## src/design/button_debounce_long_press_defines.svh

```systemverilog
// Assertion macros for the button debounce block.
// Expects clk_i and rst_ni in the scope of each use.
`ifndef BUTTON_DEBOUNCE_LONG_PRESS_DEFINES_SVH
`define BUTTON_DEBOUNCE_LONG_PRESS_DEFINES_SVH

// same-cycle implication
`define BDLP_ASSERT_NOW(lbl, ante, cons, msg) \
  lbl: assert property (@(posedge clk_i) disable iff (!rst_ni) (ante) |-> (cons)) \
    else $error(msg);

// next-cycle implication
`define BDLP_ASSERT_NEXT(lbl, ante, cons, msg) \
  lbl: assert property (@(posedge clk_i) disable iff (!rst_ni) (ante) |=> (cons)) \
    else $error(msg);

`endif

```

## src/design/bdlp_pkg.sv

```systemverilog
// Shared types and constants for the button debounce block.
// No dependencies; used by bdlp_in_if and every module.
package bdlp_pkg;

  localparam int unsigned TimeW = 32;
  localparam int unsigned CfgW  = 16;

  localparam logic [CfgW-1:0] DebounceReset  = 16'd40;
  localparam logic [CfgW-1:0] LongPressReset = 16'd700;

  typedef enum logic {
    CfgDebounce  = 1'b0,
    CfgLongPress = 1'b1
  } cfg_idx_e;

  typedef struct packed {
    logic [TimeW-1:0] now_ms;
    logic             edge_seen;
    logic             raw_pressed;
  } item_t;

  typedef struct packed {
    logic short_press;
    logic long_press;
    logic stable_level;
  } result_t;

endpackage

```

## src/design/bdlp_in_if.sv

```systemverilog
// Request channel carrying one service tick.
// Depends on bdlp_pkg for the timestamp width.
interface bdlp_in_if;
  import bdlp_pkg::*;

  logic             valid;
  logic             ready;
  logic [TimeW-1:0] now_ms;
  logic             edge_seen;
  logic             raw_pressed;

  modport source (output valid, now_ms, edge_seen, raw_pressed, input ready);
  modport sink   (input valid, now_ms, edge_seen, raw_pressed, output ready);
endinterface

```

## src/design/bdlp_out_if.sv

```systemverilog
// Result channel carrying press events and the debounced level.
// Depends on nothing outside this file.
interface bdlp_out_if;
  logic valid;
  logic ready;
  logic short_press;
  logic long_press;
  logic stable_level;

  modport source (output valid, short_press, long_press, stable_level, input ready);
  modport sink   (input valid, short_press, long_press, stable_level, output ready);
endinterface

```

## src/design/bdlp_in_stage.sv

```systemverilog
// Input register stage: holds one request until the core takes it.
// Depends on bdlp_pkg.
module bdlp_in_stage (
  input  logic            clk_i,
  input  logic            rst_ni,
  input  logic            req_valid_i,
  output logic            req_ready_o,
  input  bdlp_pkg::item_t req_item_i,
  input  logic            take_i,
  output logic            valid_o,
  output bdlp_pkg::item_t item_o
);
  import bdlp_pkg::*;

  logic  valid_q, valid_d;
  item_t item_q;
  logic  load;

  assign req_ready_o = !valid_q || take_i;
  assign load        = req_valid_i && req_ready_o;

  always_comb begin
    priority if (load) begin
      valid_d = 1'b1;
    end else if (take_i) begin
      valid_d = 1'b0;
    end else begin
      valid_d = valid_q;
    end
  end

  always_ff @(posedge clk_i or negedge rst_ni) begin
    if (!rst_ni) begin
      valid_q <= 1'b0;
    end else begin
      valid_q <= valid_d;
    end
  end

  always_ff @(posedge clk_i) begin
    if (load) begin
      item_q <= req_item_i;
    end
  end

  assign valid_o = valid_q;
  assign item_o  = item_q;
endmodule

```

## src/design/bdlp_core.sv

```systemverilog
// Debounce and press-timing state with its update logic.
// Depends on bdlp_pkg; holds the configuration registers.
module bdlp_core (
  input  logic                  clk_i,
  input  logic                  rst_ni,
  input  logic                  cfg_we_i,
  input  bdlp_pkg::cfg_idx_e    cfg_idx_i,
  input  logic [bdlp_pkg::CfgW-1:0] cfg_wdata_i,
  input  logic                  step_i,
  input  bdlp_pkg::item_t       item_i,
  output bdlp_pkg::result_t     result_o
);
  import bdlp_pkg::*;

  logic [CfgW-1:0]  debounce_q, long_time_q;
  logic             armed_q, armed_d;
  logic [TimeW-1:0] last_edge_q, last_edge_d;
  logic             stable_q, stable_d;
  logic [TimeW-1:0] press_start_q, press_start_d;
  logic             long_rep_q, long_rep_d;

  logic             armed_e;
  logic             settled;
  logic             lr_mid;
  logic             long_evt;
  logic             short_evt;

  always_ff @(posedge clk_i or negedge rst_ni) begin
    if (!rst_ni) begin
      debounce_q  <= DebounceReset;
      long_time_q <= LongPressReset;
    end else if (cfg_we_i) begin
      unique case (cfg_idx_i)
        CfgDebounce:  debounce_q  <= cfg_wdata_i;
        CfgLongPress: long_time_q <= cfg_wdata_i;
        default: ;
      endcase
    end
  end

  always_comb begin
    armed_e       = armed_q || item_i.edge_seen;
    last_edge_d   = item_i.edge_seen ? item_i.now_ms : last_edge_q;
    settled       = armed_e &&
                    ((item_i.now_ms - last_edge_d) >= {{(TimeW-CfgW){1'b0}}, debounce_q});
    armed_d       = armed_e;
    stable_d      = stable_q;
    press_start_d = press_start_q;
    lr_mid        = long_rep_q;
    short_evt     = 1'b0;
    if (settled && (item_i.raw_pressed != stable_q)) begin
      stable_d = item_i.raw_pressed;
      if (item_i.raw_pressed) begin
        press_start_d = item_i.now_ms;
        lr_mid        = 1'b0;
      end else begin
        short_evt = !long_rep_q;
        armed_d   = 1'b0;
      end
    end
    long_evt   = settled && stable_d && !lr_mid &&
                 ((item_i.now_ms - press_start_d) >=
                  {{(TimeW-CfgW){1'b0}}, long_time_q});
    long_rep_d = lr_mid || long_evt;
  end

  always_ff @(posedge clk_i or negedge rst_ni) begin
    if (!rst_ni) begin
      armed_q       <= 1'b0;
      last_edge_q   <= '0;
      stable_q      <= 1'b0;
      press_start_q <= '0;
      long_rep_q    <= 1'b0;
    end else if (step_i) begin
      armed_q       <= armed_d;
      last_edge_q   <= last_edge_d;
      stable_q      <= stable_d;
      press_start_q <= press_start_d;
      long_rep_q    <= long_rep_d;
    end
  end

  assign result_o.short_press  = short_evt;
  assign result_o.long_press   = long_evt;
  assign result_o.stable_level = stable_d;
endmodule

```

## src/design/bdlp_out_stage.sv

```systemverilog
// Result register: holds one result until the sink takes it.
// Depends on bdlp_pkg.
module bdlp_out_stage (
  input  logic              clk_i,
  input  logic              rst_ni,
  input  logic              load_i,
  input  bdlp_pkg::result_t result_i,
  output logic              free_o,
  output logic              rsp_valid_o,
  input  logic              rsp_ready_i,
  output bdlp_pkg::result_t result_o
);
  import bdlp_pkg::*;

  logic    valid_q, valid_d;
  result_t result_q;

  assign free_o = !valid_q || rsp_ready_i;

  always_comb begin
    priority if (load_i) begin
      valid_d = 1'b1;
    end else if (rsp_ready_i) begin
      valid_d = 1'b0;
    end else begin
      valid_d = valid_q;
    end
  end

  always_ff @(posedge clk_i or negedge rst_ni) begin
    if (!rst_ni) begin
      valid_q <= 1'b0;
    end else begin
      valid_q <= valid_d;
    end
  end

  always_ff @(posedge clk_i) begin
    if (load_i) begin
      result_q <= result_i;
    end
  end

  assign rsp_valid_o = valid_q;
  assign result_o    = result_q;
endmodule

```

## src/design/button_debounce_long_press.sv

```systemverilog
// Top level of the debounced button with short and long press detection.
// Depends on bdlp_pkg, bdlp_in_if, bdlp_out_if, the three stage modules and the defines.
//
//   channel   direction  handshake        payload
//   req_i     in         valid / ready    now_ms, edge_seen, raw_pressed
//   rsp_o     out        valid / ready    short_press, long_press, stable_level
//   cfg       in         cfg_we_i         cfg_idx_i, cfg_wdata_i (16 bit)
//
// One request per cycle unless rsp_o stalls; a taken request is registered in u_in,
// then its result in u_out. The rate is set by the single state update in bdlp_core.
// Reset clears the press state and loads 40 ms debounce and 700 ms long press.
// A stalled result holds; one more request is taken behind it, then ready drops.
`include "button_debounce_long_press_defines.svh"
module button_debounce_long_press (
  input  logic                      clk_i,
  input  logic                      rst_ni,
  bdlp_in_if.sink                   req_i,
  bdlp_out_if.source                rsp_o,
  input  logic                      cfg_we_i,
  input  bdlp_pkg::cfg_idx_e        cfg_idx_i,
  input  logic [bdlp_pkg::CfgW-1:0] cfg_wdata_i
);
  import bdlp_pkg::*;

  item_t   req_item;
  item_t   s1_item;
  logic    s1_valid;
  logic    out_free;
  logic    step;
  result_t core_result;
  result_t rsp_result;

  assign req_item.now_ms      = req_i.now_ms;
  assign req_item.edge_seen   = req_i.edge_seen;
  assign req_item.raw_pressed = req_i.raw_pressed;

  assign step = s1_valid && out_free;

  bdlp_in_stage u_in (
    .clk_i       (clk_i),
    .rst_ni      (rst_ni),
    .req_valid_i (req_i.valid),
    .req_ready_o (req_i.ready),
    .req_item_i  (req_item),
    .take_i      (step),
    .valid_o     (s1_valid),
    .item_o      (s1_item)
  );

  bdlp_core u_core (
    .clk_i       (clk_i),
    .rst_ni      (rst_ni),
    .cfg_we_i    (cfg_we_i),
    .cfg_idx_i   (cfg_idx_i),
    .cfg_wdata_i (cfg_wdata_i),
    .step_i      (step),
    .item_i      (s1_item),
    .result_o    (core_result)
  );

  bdlp_out_stage u_out (
    .clk_i       (clk_i),
    .rst_ni      (rst_ni),
    .load_i      (step),
    .result_i    (core_result),
    .free_o      (out_free),
    .rsp_valid_o (rsp_o.valid),
    .rsp_ready_i (rsp_o.ready),
    .result_o    (rsp_result)
  );

  assign rsp_o.short_press  = rsp_result.short_press;
  assign rsp_o.long_press   = rsp_result.long_press;
  assign rsp_o.stable_level = rsp_result.stable_level;

  `BDLP_ASSERT_NOW(a_events_exclusive, rsp_o.valid, !(rsp_o.short_press && rsp_o.long_press), "short and long press in one result")
  `BDLP_ASSERT_NOW(a_short_released, rsp_o.valid && rsp_o.short_press, !rsp_o.stable_level, "short press while level pressed")
  `BDLP_ASSERT_NOW(a_long_pressed, rsp_o.valid && rsp_o.long_press, rsp_o.stable_level, "long press while level released")
  `BDLP_ASSERT_NEXT(a_stage_holds, s1_valid && !out_free, s1_valid, "request dropped while result stalled")

endmodule
```

## src/flat_wrapper.sv

```systemverilog
// flat-port wrapper written by rule: the top's interface ports become plain ports
module button_debounce_long_press_flat import bdlp_pkg::*;
  (clk_i, rst_ni, cfg_we_i, cfg_idx_i, cfg_wdata_i, req_i_valid, req_i_now_ms, req_i_edge_seen, req_i_raw_pressed, req_i_ready, rsp_o_valid, rsp_o_short_press, rsp_o_long_press, rsp_o_stable_level, rsp_o_ready);
  bdlp_in_if req_i_i ();
  bdlp_out_if rsp_o_i ();
  input  logic clk_i;
  input  logic rst_ni;
  input  logic cfg_we_i;
  input  bdlp_pkg::cfg_idx_e cfg_idx_i;
  input  logic [bdlp_pkg::CfgW-1:0] cfg_wdata_i;
  input wire logic [$bits(req_i_i.valid)-1:0] req_i_valid;
  input wire logic [$bits(req_i_i.now_ms)-1:0] req_i_now_ms;
  input wire logic [$bits(req_i_i.edge_seen)-1:0] req_i_edge_seen;
  input wire logic [$bits(req_i_i.raw_pressed)-1:0] req_i_raw_pressed;
  output wire logic [$bits(req_i_i.ready)-1:0] req_i_ready;
  output wire logic [$bits(rsp_o_i.valid)-1:0] rsp_o_valid;
  output wire logic [$bits(rsp_o_i.short_press)-1:0] rsp_o_short_press;
  output wire logic [$bits(rsp_o_i.long_press)-1:0] rsp_o_long_press;
  output wire logic [$bits(rsp_o_i.stable_level)-1:0] rsp_o_stable_level;
  input wire logic [$bits(rsp_o_i.ready)-1:0] rsp_o_ready;
  assign req_i_i.valid = req_i_valid;
  assign req_i_i.now_ms = req_i_now_ms;
  assign req_i_i.edge_seen = req_i_edge_seen;
  assign req_i_i.raw_pressed = req_i_raw_pressed;
  assign req_i_ready = req_i_i.ready;
  assign rsp_o_valid = rsp_o_i.valid;
  assign rsp_o_short_press = rsp_o_i.short_press;
  assign rsp_o_long_press = rsp_o_i.long_press;
  assign rsp_o_stable_level = rsp_o_i.stable_level;
  assign rsp_o_i.ready = rsp_o_ready;
  button_debounce_long_press u_core (.clk_i(clk_i), .rst_ni(rst_ni), .req_i(req_i_i), .rsp_o(rsp_o_i), .cfg_we_i(cfg_we_i), .cfg_idx_i(cfg_idx_i), .cfg_wdata_i(cfg_wdata_i));
endmodule
```

## config.mk

```make
export PLATFORM = sky130hd
export DESIGN_NAME = button_debounce_long_press_flat
export DESIGN_NICKNAME = d
export VERILOG_FILES = /design/src/design/bdlp_pkg.sv /design/src/design/bdlp_in_if.sv /design/src/design/bdlp_out_if.sv /design/src/design/bdlp_in_stage.sv /design/src/design/bdlp_core.sv /design/src/design/bdlp_out_stage.sv /design/src/design/button_debounce_long_press.sv /design/src/flat_wrapper.sv
export VERILOG_INCLUDE_DIRS = /design/src /design/src/design
export SDC_FILE = /design/constraint.sdc
export NUM_CORES = 1
export LEC_CHECK = 0
export BUFFER_PORTS_ARGS = -buffer_cell sky130_fd_sc_hd__buf_2
export CORE_MARGIN = 1
export CORE_UTILIZATION = 31
export DETAILED_ROUTE_END_ITERATION = 16
export GPL_TIMING_DRIVEN = 0
export PLACE_DENSITY = 0.48
export SLEW_MARGIN = 20
export SYNTH_ARGS = -nofsm -noshare
export SYNTH_HDL_FRONTEND = slang
export SYNTH_SLANG_ARGS = --single-unit
```

## constraint.sdc

```tcl
create_clock -name clk_i -period 10.2 [get_ports clk_i]
set_input_delay 0.51 -clock clk_i [delete_from_list [all_inputs] [get_ports clk_i]]
set_output_delay 0.51 -clock clk_i [all_outputs]
set_load 0.005 [all_outputs]
```

# After elaboration in Yosys (flattened, before gate mapping)
# Cells that the tools add are included.
[classes]
mux = 12
multipliers = 0
reduce_logical = 20
order_cmp = 2
n_shift = 0
eq_ne = 1
addsub = 2
bitwise_logic = 2
div_mod_pow = 0
[op_table]
columns = ["op", "n"]
rows = [
  ["$mux 32", 3],
  ["$ge 32x16->1", 2],
  ["$sub 32x32->32", 2],
  ["$mux 1", 9],
  ["$logic_and 1x1->1", 7],
  ["$logic_not 1->1", 4],
  ["$logic_or 1x1->1", 4],
  ["$reduce_and 2->1", 2],
  ["$reduce_bool 2->1", 2],
  ["$not 1->1", 2],
  ["$reduce_or 2->1", 1],
  ["$ne 1x1->1", 1],
]
[totals]
register_bits = 138
ram_bits = 0
latch_bits = 0
in_bits = 56
mem_bits_ro = 0
elab_cells = 54
n_memories = 0
output_inout_bits = 5

# Depth between registers and ports, before layout
[depth]
word_depth = 10
mapped_depth = 52
mapped_depth_nobuf = 49

# Cells and area by module
# A second synthesis with hierarchy kept.
[unflattened]
cells_unflattened = 1118
hier_area_um2 = 10613.9
[by_module_without_submodules]
columns = ["mod", "area_per_inst_um2", "cells_each", "instances", "seq_area_each_um2"]
rows = [
  ["bdlp_core", 9395.3, 1073, 1, 2487.4],
  ["bdlp_in_stage", 1074.8, 38, 1, 1046.0],
  ["bdlp_out_stage", 137.6, 6, 1, 115.1],
  ["button_debounce_long_press", 6.3, 1, 1, 0.0],
]

# Worst setup path before layout
# No wires, ideal clock.
[synth_timing]
path_type = "reg-to-reg"
from = "register u_core.u_in.item_q (netlist bit u_core.u_in.item_o[1])"
to = "register u_core.u_out.result_q (netlist bit u_core.u_out.result_o[1]), data pin"
setup_ns = 0.253
arrival_ns = 9.710
period_less_slack_ns = 9.963
path_buffers = 3
required_ns = 9.947
stages_incl_launch_ff = 50
path_slack_ns = 0.237
path_cell_list = "edfxtp_1 > clkbuf_1 > clkbuf_1 > mux2i_1 > ha_1 > a21o_1 > a21oi_1 > a32oi_1 > a31oi_1 > xnor2_1 > ha_1 > a21o_1 > a21oi_1 > o21ai_0 > o41ai_1 > o311a_1 > o2111ai_1 > nor4_2 > [14 not listed] > a2bb2oi_1 > o21ai_0 > o21bai_1 > a21oi_1 > xnor2_1 > ha_1 > nor2b_1 > o21ai_0 > o21ai_0 > nor4_1 > o221ai_1 > nor4b_1 > o2111ai_1 > and4bb_2 > nand4_1 > a2111oi_2 > o2111a_1 > nor2_1"
[synth_via]
elab_chain_len = 9
word_cells_on_any_way = 15
classes_between = "add/sub (2); order compare (2); mux (4); reduce/logical (7)"
[synth_lines]
columns = ["item", "line_no", "source"]
rows = [
  ["start, declared", "bdlp_in_stage.sv:16", "item_t item_q;"],
  ["start signal, assigned", "bdlp_in_stage.sv:42", "item_q <= req_item_i;"],
  ["$mux 32", "bdlp_core.sv:43", "last_edge_d = item_i.edge_seen ? item_i.now_ms : last_edge_q;"],
  ["$sub 32x32->32", "bdlp_core.sv:45", "((item_i.now_ms - last_edge_d) >= {{(TimeW-CfgW){1'b0}}, debounce_q});"],
  ["$ge 32x16->1", "bdlp_core.sv:45", ""],
  ["$logic_and 1x1->1 *", "bdlp_core.sv:44", "settled = armed_e &&"],
  ["$logic_and 1x1->1 *", "bdlp_core.sv:51", "if (settled && (item_i.raw_pressed != stable_q)) begin"],
  ["$mux 32 *", "bdlp_core.sv:51", ""],
  ["via u_core.u_core.press_start_d[1]", "bdlp_core.sv:19", "logic [TimeW-1:0] press_start_q, press_start_d;"],
  ["$sub 32x32->32 *", "bdlp_core.sv:62", "((item_i.now_ms - press_start_d) >="],
  ["$ge 32x16->1 *", "bdlp_core.sv:62", ""],
  ["$logic_and 1x1->1 *", "bdlp_core.sv:61", "long_evt = settled && stable_d && !lr_mid &&"],
  ["via u_core.u_core.long_evt", "bdlp_core.sv:25", "logic long_evt;"],
  ["end signal, assigned", "bdlp_out_stage.sv:40", "result_q <= result_i;"],
  ["end, declared", "bdlp_out_stage.sv:16", "result_t result_q;"],
]
# Mark *: on every way through the listed nets, which the timed path passes. The rest lies on a longest branch.
# A chain may end at the register's enable or synchronous reset.

# Worst setup path after layout
# Same ends and word-level chain as after synthesis.

==> flow_summary.toml <==
[finish]
drive_gt1_share_pct = 24.0
nNetsFinal = 1381
fin_area_mm2 = 0.0127
diodes = 0
final_cell_mix = "nand2_1 (121), dfrtp_1 (93), ha_1 (89)"
final_common_cell = "nand2_1"
area_growth_pct = 21.8

[clock_network]
cts_buffer_depth = 2
cts_sinks = 138
cts.clk_slew.worst_paths_ps = 60
htreeDepth = 4
cts_made_buffers = 17
cts_root_buf = "clkbuf_16"
clk_latency_ps = 430
hold_buffers = 0
cts_tree = "built"

[synthesis]
syn-cell-area_mm2 = 0.0104
postSynthAreaPerCell_um2 = 9.41
syn_inst = 1108
ys_types = 98
synth_seq_cells = 138
yosysWarningCount = 0
seq_area_frac_synth_pct = 35.0
synth_edf_count = 37
async_flop_share_pct = 73.2
synthesis.nets = 1259
dominantRegCellSynth = "dfrtp_1"

[critical_path]
crit_family = "compound AO/OA/AOI/OAI gates"
end_kind = "flip-flop"
cpPeakStageDelay_ps = 400
path_buf_inv = 7
crit_fanout = 10
cpMaxStageDelayCell = "edfxtp_1"
ff2ff_path_depth = 51
start_kind = "flip-flop"
cp.required_ps = 10390
crit_cells = 51
path_class = "reg -> reg"
arrival_ps = 10470

[sta]
grt_setup_unrepaired = "true"
fmax_ghz = 0.0972
maxSlewHeadroom_pct = 41.4
skew_ps = 10.9
tightest_slew_ps = 872
slew_violations = 0
setup_ws_ps = -83.0
finalCriticalPeriod_ps = 10280
hold_viol_final = 0
finalSetupViolCount = 2
period_share_pct = 101

[pwr]
p_seq_share_pct = 24.2
ir_worst_vdd_mv = 0.146
switchingPower_mw = 1.34
combPwrFrac_pct = 55.8
clkPwrFrac_pct = 20.0
powerDensity_mw_per_mm2 = 254
p_sw_share_pct = 41.4
total_power_mw = 3.23
p_leak_nw = 5.46
internal_power_mw = 1.89

[drt]
postRouteAntennaNets = 0
drt_iter0_markers = 690
totalWireLength_um = 31700
drt-wirelength-per-cell_um = 18.8
drc = 0
first_pass_iters = 5
viasPerCell = 5.27
vias = 8877

[run]
max_cap_violations = 0

[placed_design]
pre_cts_slack_ps = -3850
port_buffers = 60
dpl.hpwl_um = 24300
place.gp.congestion = 0.914
dpl-instance-area_mm2 = 0.0113

[global_routing]
overflow = 0
grt_pass1_vias = 8846
grt_start_max_net_pins = 55
antenna_found_initial = 0
grt_pass1_wl_um = 49900
track_usage_pct = 19.2

[floorplanning]
ios = 61
placementRows = 66
start_util_pct = 31.8
die-area_mm2 = 0.0344
die_h_um = 185
die_w_um = 185
core_mm2 = 0.0328

[status]
status = "finished, violations left"
violations = "setup timing"

[hold_path]
hold_path_class = "in -> async"
-- through the flow --
stage                     cells  setup TNS (ps)  hold slack (ps)  util [%]
final                      1685           -84.8             13.9      38.7
after global routing       1685           -1040             44.2      38.7
after CTS                  1671           -82.8             27.1      38.0
after detailed placement   1612           -7600              469      34.6
after global placement     1610           -7590              461      34.4
after floorplan            1108               0              214         -
-- synth_stat cells, drive strengths merged (6+ instances only) --
cell     instances  share of area (%)
a211oi          15                1.2
a21o            16                1.2
a21oi           73                3.6
a31oi           11               0.66
and2            10               0.67
and3             7               0.44
buf              8               0.55
clkbuf          33                1.3
dfrtp           93                 22
dfstp            8                2.0
edfxtp          37                 11
ha              93                 11
inv             60                2.2
mux2            48                5.2
mux2i           62                6.0
nand2          123                4.5
nand2b          13               0.78
nand3           17               0.82
nand4           19                1.1
nor2            54                2.0
nor2b           15               0.90
nor3            16               0.82
nor4             8               0.60
o2111ai          6               0.67
o211ai           9               0.65
o21a            14                1.0
o21ai          104                5.0
o31ai            7               0.50
or3              7               0.49
xnor2           22                1.8
xor2            15                1.3
-- path summary, 6_finish.rpt --
path,from,to,slack [ps]
min in group clk_i,req_i_now_ms[15],u_core.u_in.item_o[17]$_DFFE_PP_,250
hold reg to reg,u_core.u_core.last_edge_q[3]$_DFFE_PN0P_,u_core.u_core.last_edge_q[3]$_DFFE_PN0P_,480
hold / removal,rst_ni,u_core.u_core.debounce_q[15]$_DFFE_PN0P_,10
setup / recovery,u_core.u_in.item_o[1]$_DFFE_PP_,u_core.u_out.result_o[1]$_DFFE_PP_,-80
max in group asynchronous,rst_ni,u_core.u_core.debounce_q[3]$_DFFE_PN1P_,9510
setup reg to reg,u_core.u_in.item_o[1]$_DFFE_PP_,u_core.u_out.result_o[1]$_DFFE_PP_,-80
-- sequential cells by signal, summed over array words and instances, names as in the netlist --
name / cells
u_core.u_in.valid_o: 1
u_core.u_core.armed_q: 1
u_core.u_core.press_start_q: 32
u_core.u_core.long_time_q: 16
u_core.u_core.stable_q: 1
u_core.u_core.long_rep_q: 1
u_core.u_core.debounce_q: 16
u_core.u_in.item_o: 34
u_core.u_out.result_o: 3
u_core.u_core.last_edge_q: 32
u_core.u_out.rsp_valid_o: 1
-- metal layers --
metal	wire length, µm	track usage [%]
met1	15300	25.9
met2	15000	32.0
met3	720	2.36
met4	635	5.62
met5	0	0
-- power groups by stage --
| stage | clock network (mW) | registers, mW | logic, mW |
|---|---|---|---|
| after floorplan | 0 | 0.763 | 1.18 |
| after global placement | 0 | 0.786 | 1.52 |
| after detailed placement | 0 | 0.788 | 1.53 |
| after CTS | 0.659 | 0.780 | 1.70 |
| after global routing | 0.677 | 0.801 | 1.98 |
| final | 0.646 | 0.782 | 1.80 |
-- cell type report --
cell class	instances	area, µm²
plain buffers	42	278
clock buffers	21	450
clock inverters	11	145
fillers	3300	20100
inverters	61	229
multi-input cells	866	6710
flip-flops and latches	138	3650
well taps	442	553
repair buffers	104	688
-- timing repair --
action / CTS / global route
setup buffers: 28 / 14
setup endpoints to repair: 2 / 2
hold endpoints to repair: 0 / 0
pin swaps: 28 / 40
resized for setup: 71 / 32
-- cells by family (layout without fill, tap and decap cells) --
family	count (synthesis)	in the layout	share of synthesized area [%]
compound gates	310	310	19.8
simple gates	309	309	14.7
flops	138	138	35.0
mux	110	110	11.1
buf+inv	104	239	4.24
fa+ha+maj	100	100	12.0
xor+xnor	37	37	3.11
Power figures use the tool's default switching activity.
